<file path="src/design/serial_frame_receiver_defines.svh">
// assertion macros shared by the serial frame receiver
`ifndef SERIAL_FRAME_RECEIVER_DEFINES_SVH
`define SERIAL_FRAME_RECEIVER_DEFINES_SVH

// same-cycle implication on clk, disabled while arst_n is low
`define SFR_ASSERT_SAME(lbl, ante, cons, msg) \
	lbl: assert property (@(posedge clk) disable iff (!arst_n) (ante) |-> (cons)) \
		else $error(msg);

// next-cycle implication on clk, disabled while arst_n is low
`define SFR_ASSERT_NEXT(lbl, ante, cons, msg) \
	lbl: assert property (@(posedge clk) disable iff (!arst_n) (ante) |=> (cons)) \
		else $error(msg);

`endif

</file>
<file path="src/design/sfr_pkg.sv">
// types and constants for the serial frame receiver
package sfr_pkg;

	localparam int unsigned BYTE_W   = 8;
	localparam int unsigned STATUS_W = 2;
	localparam int unsigned IDX_W    = 3;

	localparam logic [BYTE_W-1:0] GUARD_RESET = 8'd128;

	typedef enum logic [2:0] {
		PH_HUNT   = 3'd0,
		PH_DATA   = 3'd1,
		PH_PARITY = 3'd2,
		PH_STOP1  = 3'd3,
		PH_STOP2  = 3'd4
	} phase_t;

	typedef enum logic [STATUS_W-1:0] {
		ST_OK      = 2'd0,
		ST_PARITY  = 2'd1,
		ST_STOP    = 2'd2,
		ST_TIMEOUT = 2'd3
	} status_t;

endpackage

</file>
<file path="src/design/serial_frame_receiver.sv">
// serial frame receiver: start hunt, eight data bits, even parity, two stop bits
// order: a line bit is registered at its transfer, its result is registered at
//   the edge where the bit leaves the input register
// throughput: one line bit per cycle unless stalled (single framing state update)
// reset: arst_n clears phase, counters, error flags and valid bits at once;
//   guard_limit returns to 128
module serial_frame_receiver (
	input  logic                          clk,
	input  logic                          arst_n,
	// configuration: guard_limit
	input  logic                          cfg_wr_en,
	input  logic [sfr_pkg::BYTE_W-1:0]    cfg_wr_data,
	// input stream
	input  logic                          s_tvalid,
	output logic                          s_tready,
	input  logic [7:0]                    s_tdata,   // [0] data_bit, [7:1] zero
	// result stream
	output logic                          m_tvalid,
	input  logic                          m_tready,
	output logic [sfr_pkg::BYTE_W-1:0]    m_tdata,   // [7:0] received_byte
	output logic [sfr_pkg::STATUS_W-1:0]  m_tuser    // [1:0] frame_status
);
	import sfr_pkg::*;
	`include "serial_frame_receiver_defines.svh"

	// configuration register
	logic [BYTE_W-1:0] guard_q;

	// input register
	logic valid_s1;
	logic bit_s1;

	// framing state
	phase_t            phase_q, phase_d;
	logic [IDX_W-1:0]  idx_q, idx_d;
	logic [BYTE_W-1:0] shift_q, shift_d;
	logic [BYTE_W-1:0] idle_q, idle_d;
	logic              par_bad_q, par_bad_d;
	logic              stop_bad_q, stop_bad_d;

	// result register
	logic              valid_s2;
	logic [BYTE_W-1:0] byte_s2;
	status_t           status_s2;

	// result of the current bit
	logic              res_valid;
	logic [BYTE_W-1:0] res_byte;
	status_t           res_status;

	logic              advance;
	logic [BYTE_W:0]   seen;
	logic [BYTE_W-1:0] limit;
	logic              timeout;

	// the input bit moves on whenever the result register is free or draining
	assign advance  = valid_s1 && (!valid_s2 || m_tready);
	assign s_tready = !valid_s1 || advance;

	// idle counting while hunting; a zero limit acts as one
	assign seen    = {1'b0, idle_q} + {{BYTE_W{1'b0}}, 1'b1};
	assign limit   = (guard_q == '0) ? {{(BYTE_W-1){1'b0}}, 1'b1} : guard_q;
	assign timeout = (seen >= {1'b0, limit});

	always_ff @(posedge clk or negedge arst_n) begin
		if (!arst_n) begin
			guard_q <= GUARD_RESET;
		end else if (cfg_wr_en) begin
			guard_q <= cfg_wr_data;
		end
	end

	// input register
	always_ff @(posedge clk or negedge arst_n) begin
		if (!arst_n) begin
			valid_s1 <= 1'b0;
		end else if (s_tready) begin
			valid_s1 <= s_tvalid;
		end
	end

	always_ff @(posedge clk) begin
		if (s_tvalid && s_tready) begin
			bit_s1 <= s_tdata[0];
		end
	end

	// next framing state
	always_comb begin
		phase_d    = phase_q;
		idx_d      = idx_q;
		shift_d    = shift_q;
		idle_d     = idle_q;
		par_bad_d  = par_bad_q;
		stop_bad_d = stop_bad_q;
		unique case (phase_q)
			PH_DATA: begin
				// bits arrive lsb first
				shift_d = shift_q | (BYTE_W'(bit_s1) << idx_q);
				idx_d   = idx_q + IDX_W'(1);
				if (idx_q == '1) begin
					phase_d = PH_PARITY;
				end
			end
			PH_PARITY: begin
				par_bad_d = (bit_s1 != ^shift_q);
				phase_d   = PH_STOP1;
			end
			PH_STOP1: begin
				stop_bad_d = stop_bad_q | !bit_s1;
				phase_d    = PH_STOP2;
			end
			PH_STOP2: begin
				// frame done, clear everything for the next hunt
				phase_d    = PH_HUNT;
				idx_d      = '0;
				shift_d    = '0;
				idle_d     = '0;
				par_bad_d  = 1'b0;
				stop_bad_d = 1'b0;
			end
			default: begin
				// hunting; unused codes fall back to it
				phase_d = PH_HUNT;
				if (!bit_s1) begin
					phase_d    = PH_DATA;
					idx_d      = '0;
					shift_d    = '0;
					idle_d     = '0;
					par_bad_d  = 1'b0;
					stop_bad_d = 1'b0;
				end else if (timeout) begin
					idle_d = '0;
				end else begin
					idle_d = seen[BYTE_W-1:0];
				end
			end
		endcase
	end

	// result of the current bit
	always_comb begin
		res_valid  = 1'b0;
		res_byte   = '0;
		res_status = ST_OK;
		unique case (phase_q) inside
			PH_DATA, PH_PARITY, PH_STOP1: begin
				res_valid = 1'b0;
			end
			PH_STOP2: begin
				res_valid = 1'b1;
				res_byte  = shift_q;
				// stop error wins over parity error
				if (stop_bad_q || !bit_s1) begin
					res_status = ST_STOP;
				end else if (par_bad_q) begin
					res_status = ST_PARITY;
				end else begin
					res_status = ST_OK;
				end
			end
			default: begin
				res_valid  = bit_s1 && timeout;
				res_status = ST_TIMEOUT;
			end
		endcase
	end

	always_ff @(posedge clk or negedge arst_n) begin
		if (!arst_n) begin
			phase_q    <= PH_HUNT;
			idx_q      <= '0;
			shift_q    <= '0;
			idle_q     <= '0;
			par_bad_q  <= 1'b0;
			stop_bad_q <= 1'b0;
		end else if (advance) begin
			phase_q    <= phase_d;
			idx_q      <= idx_d;
			shift_q    <= shift_d;
			idle_q     <= idle_d;
			par_bad_q  <= par_bad_d;
			stop_bad_q <= stop_bad_d;
		end
	end

	// result register
	always_ff @(posedge clk or negedge arst_n) begin
		if (!arst_n) begin
			valid_s2 <= 1'b0;
		end else if (advance) begin
			valid_s2 <= res_valid;
		end else if (m_tready) begin
			valid_s2 <= 1'b0;
		end
	end

	always_ff @(posedge clk) begin
		if (advance && res_valid) begin
			byte_s2   <= res_byte;
			status_s2 <= res_status;
		end
	end

	assign m_tvalid = valid_s2;
	assign m_tdata  = byte_s2;
	assign m_tuser  = status_s2;

	// checks
	`SFR_ASSERT_NEXT(a_stop2_gives_result, advance && phase_q == PH_STOP2, valid_s2,
		"second stop bit gave no result")
	`SFR_ASSERT_NEXT(a_last_data_to_parity,
		advance && phase_q == PH_DATA && idx_q == '1, phase_q == PH_PARITY,
		"eighth data bit did not move to parity")
	`SFR_ASSERT_SAME(a_timeout_zero_byte, valid_s2 && status_s2 == ST_TIMEOUT,
		byte_s2 == '0, "timeout result carries a nonzero byte")
	`SFR_ASSERT_SAME(a_empty_input_ready, !valid_s1, s_tready,
		"empty input register not ready")

endmodule
</file>
<file path="config.mk">
export PLATFORM = sky130hd
export DESIGN_NAME = serial_frame_receiver
export DESIGN_NICKNAME = d
export VERILOG_FILES = /design/src/design/sfr_pkg.sv /design/src/design/serial_frame_receiver.sv
export VERILOG_INCLUDE_DIRS = /design/src /design/src/design
export SDC_FILE = /design/constraint.sdc
export NUM_CORES = 1
export LEC_CHECK = 0
export ABC_AREA = 1
export CAP_MARGIN = 0
export CORE_UTILIZATION = 25
export CTS_BUF_LIST = sky130_fd_sc_hd__clkbuf_16
export DETAILED_ROUTE_END_ITERATION = 8
export DONT_BUFFER_PORTS = 1
export SETUP_SLACK_MARGIN = 0.4
export SYNTH_ARGS = -nofsm -noshare
export SYNTH_HDL_FRONTEND = slang
export SYNTH_SLANG_ARGS = --single-unit
</file>
<file path="constraint.sdc">
create_clock -name clk -period 5.6 [get_ports clk]
set_input_delay 0 -clock clk [delete_from_list [all_inputs] [get_ports clk]]
set_output_delay 0 -clock clk [all_outputs]
set_load 0.03 [all_outputs]
</file>
==> qor.yml, run 1 <==
place:
  port_buffers: 0
  placedCellCount: 374
  place_ws_ns: 2.80
  dp_hpwl_mm: 3.25
  dpl_cell_area_um2: 2480
  gp_congestion: 0.766
synthesis:
  synth_top_area_frac: 0.352
  ys_warn_count: 0
  ys_seq_elements: 45
  synthTopCellsByArea: "dfrtp_1 35%, edfxtp_1 14%, nand2_1 10%"
  ys.flop_type: "dfrtp_1"
  synth-edff-count: 11
  syn_inst: 265
  synth_nets: 297
  synth_cell_types: 27
  yosys.area.top_type: "dfrtp_1"
  netlist_area_um2: 2350
  syn_avg_cell_area_um2: 8.86
  async_reset_ff_frac: 0.756
  ys_seq_area_frac: 0.503
die:
  die-area_um2: 9790
  fp.dieW_um: 98.9
  die_h_um: 98.9
  io_pins: 33
  start_util: 0.257
  num_rows: 35
  coreArea_um2: 9150
timing:
  finalSetupTns_ns: 0
  timing.final.crit_share: 0.495
  final_max_slew_viol_count: 0
  max_freq_mhz: 361
  final_hold_viol_count: 0
  finalWorstSetupSlack_ns: 2.83
  finClkSkew_ns: 0.00400
  relSlewSlack: 0.668
  setup_viol: 0
  grt_setup_unrepaired: "false"
  min_period_ns: 2.77
  worstMarginPinSlew_ns: 0.493
  timing.hold.ws_ns: 0.164
layout:
  drive_above_1_share: 0.0947
  layoutNonFillerInstCount: 396
  nFillCells: 904
  final_common_cell: "nand2_1"
  diodes: 0
  syn2layout_area_growth_pct: 20.2
  mostFrequentLayoutCells: "64 x nand2_1, 41 x inv_1, 33 x dfrtp_1"
  nNetsFinal: 316
  final_area_um2: 2820
global_routing:
  grt_pass1_wl_mm: 7.69
  antenna_found_initial: 0
  groute.usage.overall: 0.0980
  grt_max_degree: 35
  grt_pass1_vias: 1712
  grt_overflow: 0
hold_path:
  hold_path_class: "input port to asynchronous set/reset pin"
detailed_routing:
  drt_iter0_drc: 79
  drc_errors: 0
  antenna_left: 0
  wl_per_cell_um: 11.3
  firstDrtPassIters: 4
  wirelength_mm: 4.46
  viasPerCell: 4.25
  vias: 1684
clocking:
  numCtsBuffers: 5
  cts_buffer_depth: 2
  htreeDepth: 2
  cts_resized: 0
  cts_root_buf: "clkbuf_16"
  clock_latency_ns: 0.28
  clk_pin_slew_ns: 0.06
  clock-sinks: 45
  cts_tree: "done"
  cts_setup_buffers: 0
pwr:
  p_leak_nw: 1.33
  irDropWorstVdd_mv: 0.159
  comb_power_share: 0.330
  power.switching_mw: 0.465
  p_int_mw: 0.807
  p_seq_frac: 0.367
  p_clk_frac: 0.303
  powerDensity_nw_per_um2: 450
  swShare: 0.365
setup_path:
  crit_required_ns: 5.54
  rrSetupSlack_ns: 2.83
  reg2reg_from: "idle_q[0]$_DFFE_PN0P_"
  start_kind: "flip-flop"
  ff2ff_path_depth: 15
  crit_fanout: 10
  critical_path_class: "flip-flop to flip-flop"
  arrival_ns: 2.71
  r2r_end: "m_tuser[1]$_DFFE_PP_"
  end_kind: "flip-flop"
outcome:
  status: "finished, final reports clean"
run:
  max-cap-violations: 0
[area by class of cell]
cell class	count	area [um^2]	area share
multi-input combinational	172	983	0.348
inverter	46	175	0.0620
clock inverter	3	68.8	0.0244
sequential	45	1180	0.419
tap	111	139	0.0492
timing repair buffer	14	150	0.0532
clock buffer	5	125	0.0443
[cell usage after synthesis, types with 2 or more instances]
cell type	number
nor2_1	16
nor3_1	6
xor2_1	9
inv_2	4
nand3_1	9
nor2_2	2
xnor2_1	3
dfrtp_1	33
clkbuf_1	2
nor2_4	6
a21oi_1	12
ha_1	11
inv_1	41
nand2_1	64
o21ai_1	6
edfxtp_1	11
o21ai_0	20
[routing by layer]
metal  track usage  wire (um)
met3        0.0206        132
met1         0.124       2210
met4        0.0402         70
met2         0.162       2050
met5             0          0
[critical path, stage by stage, from the launching register on]
cell,delay (ns)
dfrtp_1,0.39
ha_1,0.20
nand3_1,0.11
nor3_1,0.27
xor2_1,0.16
ha_1,0.32
nand2_1,0.06
inv_1,0.05
nand2_1,0.05
nand2_1,0.06
nand2_1,0.05
nand2_1,0.12
nand2_1,0.06
nand2_1,0.06
nand2_1,0.11
inv_1,0.34
[power groups by stage]
stage / Clock [mW] / Combinational (mW) / Sequential [mW]
2_1_floorplan: 0 / 0.332 / 0.463
3_3_place_gp: 0 / 0.392 / 0.471
3_5_place_dp: 0 / 0.403 / 0.472
4_1_cts: 0.392 / 0.423 / 0.466
5_1_grt: 0.404 / 0.482 / 0.476
6_report: 0.385 / 0.420 / 0.467
[flip-flops by register name (all words and copies together), names as in the netlist, 2 cells and up]
signal / flops
idx_q: 3
shift_q: 8
idle_q: 8
m_tuser: 2
guard_q: 8
m_tdata: 8
phase_q: 3
[repair_timing]
action	4_1_cts	5_1_grt
endpoints found under the setup margin	0	0
hold buffers	14	0
hold endpoints to repair	46	0
[metrics by stage]
step                total power, mW  utilization
floorplan                     0.795            -
global placement              0.862        0.271
detailed placement            0.876        0.271
CTS                            1.28        0.309
global route                   1.36        0.309
finish                         1.27        0.309
[worst max-delay path by stage]
stage,cells past startpoint,slack (ns),start,to
after global routing,15,2.54,idle_q[0]$_DFFE_PN0P_,m_tuser[1]$_DFFE_PP_
final,15,2.83,idle_q[0]$_DFFE_PN0P_,m_tuser[1]$_DFFE_PP_
after detailed placement,15,2.80,idle_q[0]$_DFFE_PN0P_,m_tuser[0]$_DFFE_PP_
after CTS,15,2.79,idle_q[0]$_DFFE_PN0P_,m_tuser[1]$_DFFE_PP_
after floorplan,15,3.27,idle_q[0]$_DFFE_PN0P_,m_tdata[0]$_SDFFCE_PP0P_
after global placement,15,2.87,idle_q[0]$_DFFE_PN0P_,m_tuser[0]$_DFFE_PP_
[cells by family (layout without fill, tap and decap cells)]
| family | after synthesis | in the layout | share of synthesized area |
|---|---|---|---|
| adder cells (fa/ha/maj) | 11 | 11 | 0.0586 |
| XOR/XNOR | 12 | 12 | 0.0448 |
| flip-flops | 45 | 45 | 0.503 |
| AO/OA/AOI/OAI | 43 | 43 | 0.105 |
| AND/OR/NAND/NOR | 106 | 106 | 0.210 |
| buffers and inverters | 48 | 68 | 0.0778 |
No activity file was read; power rests on OpenSTA's default activity.
==> inputs of run 2 (changes only) <==
==> constraint.sdc (replaced) <==
create_clock -name clk -period 2.34 [get_ports clk]
set_input_delay 0 -clock clk [delete_from_list [all_inputs] [get_ports clk]]
set_output_delay 0 -clock clk [all_outputs]
set_load 0.03 [all_outputs]
==> run 2 against run 1 <==
  * Worst setup slack got worse by 2.8 ns
  * Critical path type unchanged
  * Non-clock buffer count rose by 6
  * Sequential share of layout area fell by 1.2 points
==> qor.yml, run 2 (synthesis results as in run 1) <==
setup_path:
  arrival_ns: 2.34
  cp-endpoint: "m_tuser[1]$_DFFE_PP_"
  critical_path_class: "flip-flop to flip-flop"
  start_kind: "flip-flop"
  rrSetupSlack_ns: 0.01
  startpoint: "idle_q[1]$_DFFE_PN0P_"
  reg2reg_from: "idle_q[1]$_DFFE_PN0P_"
  crit_fanout: 5
  end_kind: "flip-flop"
  ff2ff_path_depth: 15
  crit_required_ns: 2.36
  r2r_end: "m_tuser[1]$_DFFE_PP_"
place:
  place_ws_ns: -0.0638
  port_buffers: 0
  dpl_cell_area_um2: 2530
  gp_congestion: 0.787
  dp_hpwl_mm: 3.30
  placedCellCount: 379
timing:
  timing.final.crit_share: 0.995
  finalWorstSetupSlack_ns: 0.0122
  final_hold_viol_count: 0
  final_max_slew_viol_count: 0
  relSlewSlack: 0.596
  timing.hold.ws_ns: 0.181
  finClkSkew_ns: 0.00585
  grt_setup_unrepaired: "true"
  setup_viol: 0
  min_period_ns: 2.33
  max_freq_mhz: 430
  worstMarginPinSlew_ns: 0.599
layout:
  fin_util: 0.318
  mostFrequentLayoutCells: "60 x nand2_1, 40 x inv_1, 32 x dfrtp_1"
  nNetsFinal: 323
  nFillCells: 915
  final_area_um2: 2910
  drive_above_1_share: 0.158
  layoutNonFillerInstCount: 403
  final_common_cell: "nand2_1"
  diodes: 0
  syn2layout_area_growth_pct: 23.8
die:
  num_rows: 35
  coreArea_um2: 9150
  die-area_um2: 9790
  io_pins: 33
  fp.dieW_um: 98.9
  die_h_um: 98.9
  start_util: 0.257
global_routing:
  grt_pass1_wl_mm: 8.28
  grt_overflow: 0
  antenna_found_initial: 0
  grt_pass1_vias: 1877
  groute.usage.overall: 0.106
  grt_max_degree: 35
clocking:
  clock-sinks: 45
  cts_root_buf: "clkbuf_16"
  clk_pin_slew_ns: 0.07
  cts_buffer_depth: 2
  numCtsBuffers: 5
  cts_tree: "done"
  clock_latency_ns: 0.29
  htreeDepth: 2
detailed_routing:
  drt_iter0_drc: 88
  viasPerCell: 4.36
  wirelength_mm: 4.69
  firstDrtPassIters: 4
  wl_per_cell_um: 11.6
  antenna_left: 0
  drc_errors: 0
  vias: 1758
pwr:
  p_int_mw: 1.76
  irDropWorstVdd_mv: 0.328
  p_leak_nw: 1.37
  comb_power_share: 0.371
  p_seq_frac: 0.386
  swShare: 0.396
  powerDensity_nw_per_um2: 1010
  power.switching_mw: 1.16
  p_clk_frac: 0.243
outcome:
  status: "finished, final reports clean"
run:
  max-cap-violations: 0
hold_path:
  hold_path_class: "input port to asynchronous set/reset pin"
-- run 2: area by class of cell --
class | count | area [um^2] | area share
Clock inverter | 3 | 25.0 | 0.00861
Timing Repair inverter | 1 | 7.51 | 0.00258
Clock buffer | 5 | 125 | 0.0430
Timing Repair Buffer | 20 | 195 | 0.0671
Tap cell | 111 | 139 | 0.0478
Inverter | 46 | 178 | 0.0611
Multi-Input combinational cell | 172 | 1050 | 0.363
Sequential cell | 45 | 1180 | 0.407
-- run 2: worst min path at each step --
stage               startpoint                      to  slack (ns)  depth (start not counted)
floorplan               arst_n  guard_q[0]$_DFFE_PN0P_       -0.30                          0
global placement        arst_n  guard_q[5]$_DFFE_PN0P_       -0.29                          0
detailed placement      arst_n  guard_q[0]$_DFFE_PN0P_       -0.29                          0
CTS                     arst_n  phase_q[0]$_DFFE_PN0P_        0.18                          2
global route            arst_n  phase_q[0]$_DFFE_PN0P_        0.18                          2
finish                  arst_n  guard_q[0]$_DFFE_PN0P_        0.18                          2
-- run 2: critical path, stage by stage (launching register included) --
cell        delay, ns
dfrtp_1          0.41
ha_4             0.18
nand3_4          0.09
nor3_4           0.15
xor2_1           0.23
ha_1             0.28
nand2_1          0.07
inv_1            0.03
nand2_1          0.05
nand2_1          0.05
nand2_1          0.07
nand2_2          0.06
nand2_2          0.06
nand2_2          0.06
nand2_4          0.10
clkinvlp_4       0.17
-- run 2: routing by layer --
metal	global-route usage	up-vias	routed length (um)
met5	0	-	0
met1	0.125	826	2190
met4	0.0551	0	104
met3	0.0241	7	178
li1	-	896	-
met2	0.182	29	2220
-- run 2: power by group through the flow --
stage / clock, mW / combinational, mW / sequential, mW
2_1_floorplan: 0 / 0.800 / 1.11
3_3_place_gp: 0 / 0.975 / 1.13
3_5_place_dp: 0 / 1.01 / 1.13
4_1_cts: 0.735 / 1.08 / 1.12
5_1_grt: 0.769 / 1.25 / 1.15
6_report: 0.710 / 1.09 / 1.13
-- run 2: timing repair --
action / CTS / global route
endpoints found under the hold margin: 46 / 0
pin swaps: 1 / 0
cloned: 1 / 0
endpoints found under the setup margin: 19 / 19
setup buffers: 1 / 0
hold buffers: 14 / 0
resized for setup: 8 / 4
-- run 2: through the flow --
step / power (mW) / setup TNS (ns)
final: 2.92 / 0
after detailed placement: 2.14 / -0.632
after global routing: 3.16 / -2.04
after global placement: 2.10 / 0
after CTS: 2.94 / -0.0236
after floorplan: 1.91 / 0
==> inputs of run 3 (changes only) <==
--- a/config.mk
+++ b/config.mk
@@ -12,6 +12,7 @@
 export CTS_BUF_LIST = sky130_fd_sc_hd__clkbuf_16
 export DETAILED_ROUTE_END_ITERATION = 8
 export DONT_BUFFER_PORTS = 1
+export PLACE_DENSITY = 0.5
 export SETUP_SLACK_MARGIN = 0.4
 export SYNTH_ARGS = -nofsm -noshare
 export SYNTH_HDL_FRONTEND = slang
==> run 3 against run 2 <==
  * Via count up 0.40%
  * Cell count is 1.5% higher
  * Worst hold slack gained 0.024 ns
  * Clock power rose by 1%
  * Die area unchanged
  * Register-to-register slack better by 0.05 ns
  * Total power increased by 2.1%
  * Flip-flop and latch count unchanged
  * First-iteration DRC count down 47%
  * Global-route usage is essentially flat
  * Worst setup slack gained 0.049 ns
  * Critical path depth grew 2
  * Critical path type unchanged
  * Critical endpoint unchanged
  * Largest power group is now combinational cells
  * Highest routed layer unchanged
==> qor.yml, run 3 (synthesis results as in run 1) <==
outcome:
  status: "finished, final reports clean"
detailed_routing:
  firstDrtPassIters: 4
  viasPerCell: 4.32
  drt_iter0_drc: 47
  drc_errors: 0
  antenna_left: 0
  vias: 1765
  wirelength_mm: 4.83
  wl_per_cell_um: 11.8
layout:
  layoutNonFillerInstCount: 409
  mostFrequentLayoutCells: "57 x nand2_1, 40 x inv_1, 33 x dfrtp_1"
  nFillCells: 933
  fin_util: 0.325
  nNetsFinal: 329
  drive_above_1_share: 0.188
  syn2layout_area_growth_pct: 26.6
  diodes: 0
  final_common_cell: "nand2_1"
global_routing:
  globalRouteMet2Util: 0.177
  grt_max_degree: 35
  groute.usage.overall: 0.106
  antenna_found_initial: 0
  grt_pass1_vias: 1813
  grt_util_met3: 0.0156
  grt-busiest-layer: "met2"
  grt_overflow: 0
  grt_use_met1: 0.135
  grt_pass1_wl_mm: 8.26
run:
  max-cap-violations: 0
setup_path:
  end_kind: "flip-flop"
  r2r_end: "m_tuser[1]$_DFFE_PP_"
  arrival_ns: 2.31
  rrSetupSlack_ns: 0.06
  reg2reg_from: "idle_q[0]$_DFFE_PN0P_"
  startpoint: "idle_q[0]$_DFFE_PN0P_"
  crit_required_ns: 2.37
  critical_path_class: "flip-flop to flip-flop"
  ff2ff_path_depth: 17
  crit_fanout: 5
  cp-endpoint: "m_tuser[1]$_DFFE_PP_"
  start_kind: "flip-flop"
pwr:
  power.switching_mw: 1.19
  irDropWorstVdd_mv: 0.322
  p_leak_nw: 1.40
  p_int_mw: 1.79
  powerDensity_nw_per_um2: 1000
  swShare: 0.400
  p_seq_frac: 0.378
  comb_power_share: 0.381
  p_clk_frac: 0.241
die:
  die-area_um2: 9790
  io_pins: 33
  coreArea_um2: 9150
  fp.dieW_um: 98.9
  die_h_um: 98.9
  num_rows: 35
  start_util: 0.257
clocking:
  numCtsBuffers: 5
  cts_buffer_depth: 2
  htreeDepth: 2
  clock-sinks: 45
  cts_root_buf: "clkbuf_16"
  clk_pin_slew_ns: 0.07
  clock_latency_ns: 0.29
  cts_tree: "done"
timing:
  relSlewSlack: 0.671
  timing.final.crit_share: 0.974
  max_freq_mhz: 439
  final_hold_viol_count: 0
  worstMarginPinSlew_ns: 0.489
  min_period_ns: 2.28
  grt_setup_unrepaired: "true"
  final_max_slew_viol_count: 0
  finClkSkew_ns: 0.00652
  finalSetupTns_ns: 0
  setup_viol: 0
place:
  gp_congestion: 0.836
  port_buffers: 0
  placedCellCount: 378
  dp_hpwl_mm: 3.33
hold_path:
  hold_path_class: "input port to asynchronous set/reset pin"
-- run 3: cell count changes in the layout (fill, tap and decap cells not counted), sizes merged --
cell and delta:
buf +6
-- run 3: metrics by stage --
stage / hold slack (ns) / power, mW / worst slack, ns / instance area (um^2)
6_report: 0.205 / 2.98 / 0.0614 / 2970
5_1_grt: 0.223 / 3.22 / -0.150 / 2970
4_1_cts: 0.199 / 2.98 / 0.0755 / 2940
3_5_place_dp: -0.294 / 2.14 / -0.0588 / 2520
3_3_place_gp: -0.294 / 2.12 / -0.00730 / 2520
2_1_floorplan: -0.296 / 1.91 / 0.185 / 2360
-- run 3: power by group through the flow --
stage	logic, mW	registers (mW)	clock network [mW]
CTS	1.12	1.12	0.734
global placement	0.992	1.13	0
finish	1.14	1.13	0.720
detailed placement	1.01	1.13	0
floorplan	0.800	1.11	0
global route	1.31	1.15	0.767
-- run 3: per-layer routing --
metal | up-vias | share of wire | wire length [um]
li1 | 906 | - | -
met1 | 827 | 0.50 | 2410
met2 | 23 | 0.47 | 2250
met3 | 9 | 0.016 | 76
met4 | 0 | 0.020 | 98
met5 | - | 0 | 0
-- run 3: timing repair --
action / in CTS / in global routing
hold buffers: 14 / 0
pin swaps: 8 / 4
gates cloned: 1 / 0
setup endpoints to repair: 19 / 19
endpoints found under the hold margin: 46 / 0
gates resized for setup: 11 / 6
setup buffers: 7 / 1
-- run 3: cell type report --
| type | instances | area (um^2) | area share |
|---|---|---|---|
| Tap cell | 111 | 139 | 0.0467 |
| Multi-Input combinational cell | 172 | 1070 | 0.361 |
| Clock inverter | 3 | 25.0 | 0.00841 |
| Timing Repair inverter | 1 | 7.51 | 0.00252 |
| Sequential cell | 45 | 1180 | 0.398 |
| Clock buffer | 5 | 125 | 0.0421 |
| Timing Repair Buffer | 26 | 244 | 0.0820 |
| Inverter | 46 | 178 | 0.0597 |
-- run 3: how the worst min path moves through the flow --
| stage | from | cells after the start | to | slack, ns |
|---|---|---|---|---|
| finish | arst_n | 2 | par_bad_q$_DFFE_PN0P_ | 0.20 |
| global route | arst_n | 2 | par_bad_q$_DFFE_PN0P_ | 0.22 |
| CTS | arst_n | 2 | par_bad_q$_DFFE_PN0P_ | 0.20 |
| detailed placement | arst_n | 0 | guard_q[5]$_DFFE_PN0P_ | -0.29 |
| global placement | arst_n | 0 | guard_q[0]$_DFFE_PN0P_ | -0.29 |
| floorplan | arst_n | 0 | guard_q[0]$_DFFE_PN0P_ | -0.30 |
-- run 3: critical path, stage by stage, from the launching register on --
cell and delay [ns]:
dfrtp_1 0.41, buf_6 0.12, nand3_2 0.08, nor2_1 0.10
nand2_1 0.10, xor2_1 0.14, inv_1 0.07, ha_1 0.29
nand2_1 0.07, inv_1 0.04, nand2_1 0.05, nand2_1 0.05
nand2_1 0.06, nand2_2 0.05, nand2_2 0.06, nand2_2 0.06
nand2_4 0.10, clkinvlp_4 0.15
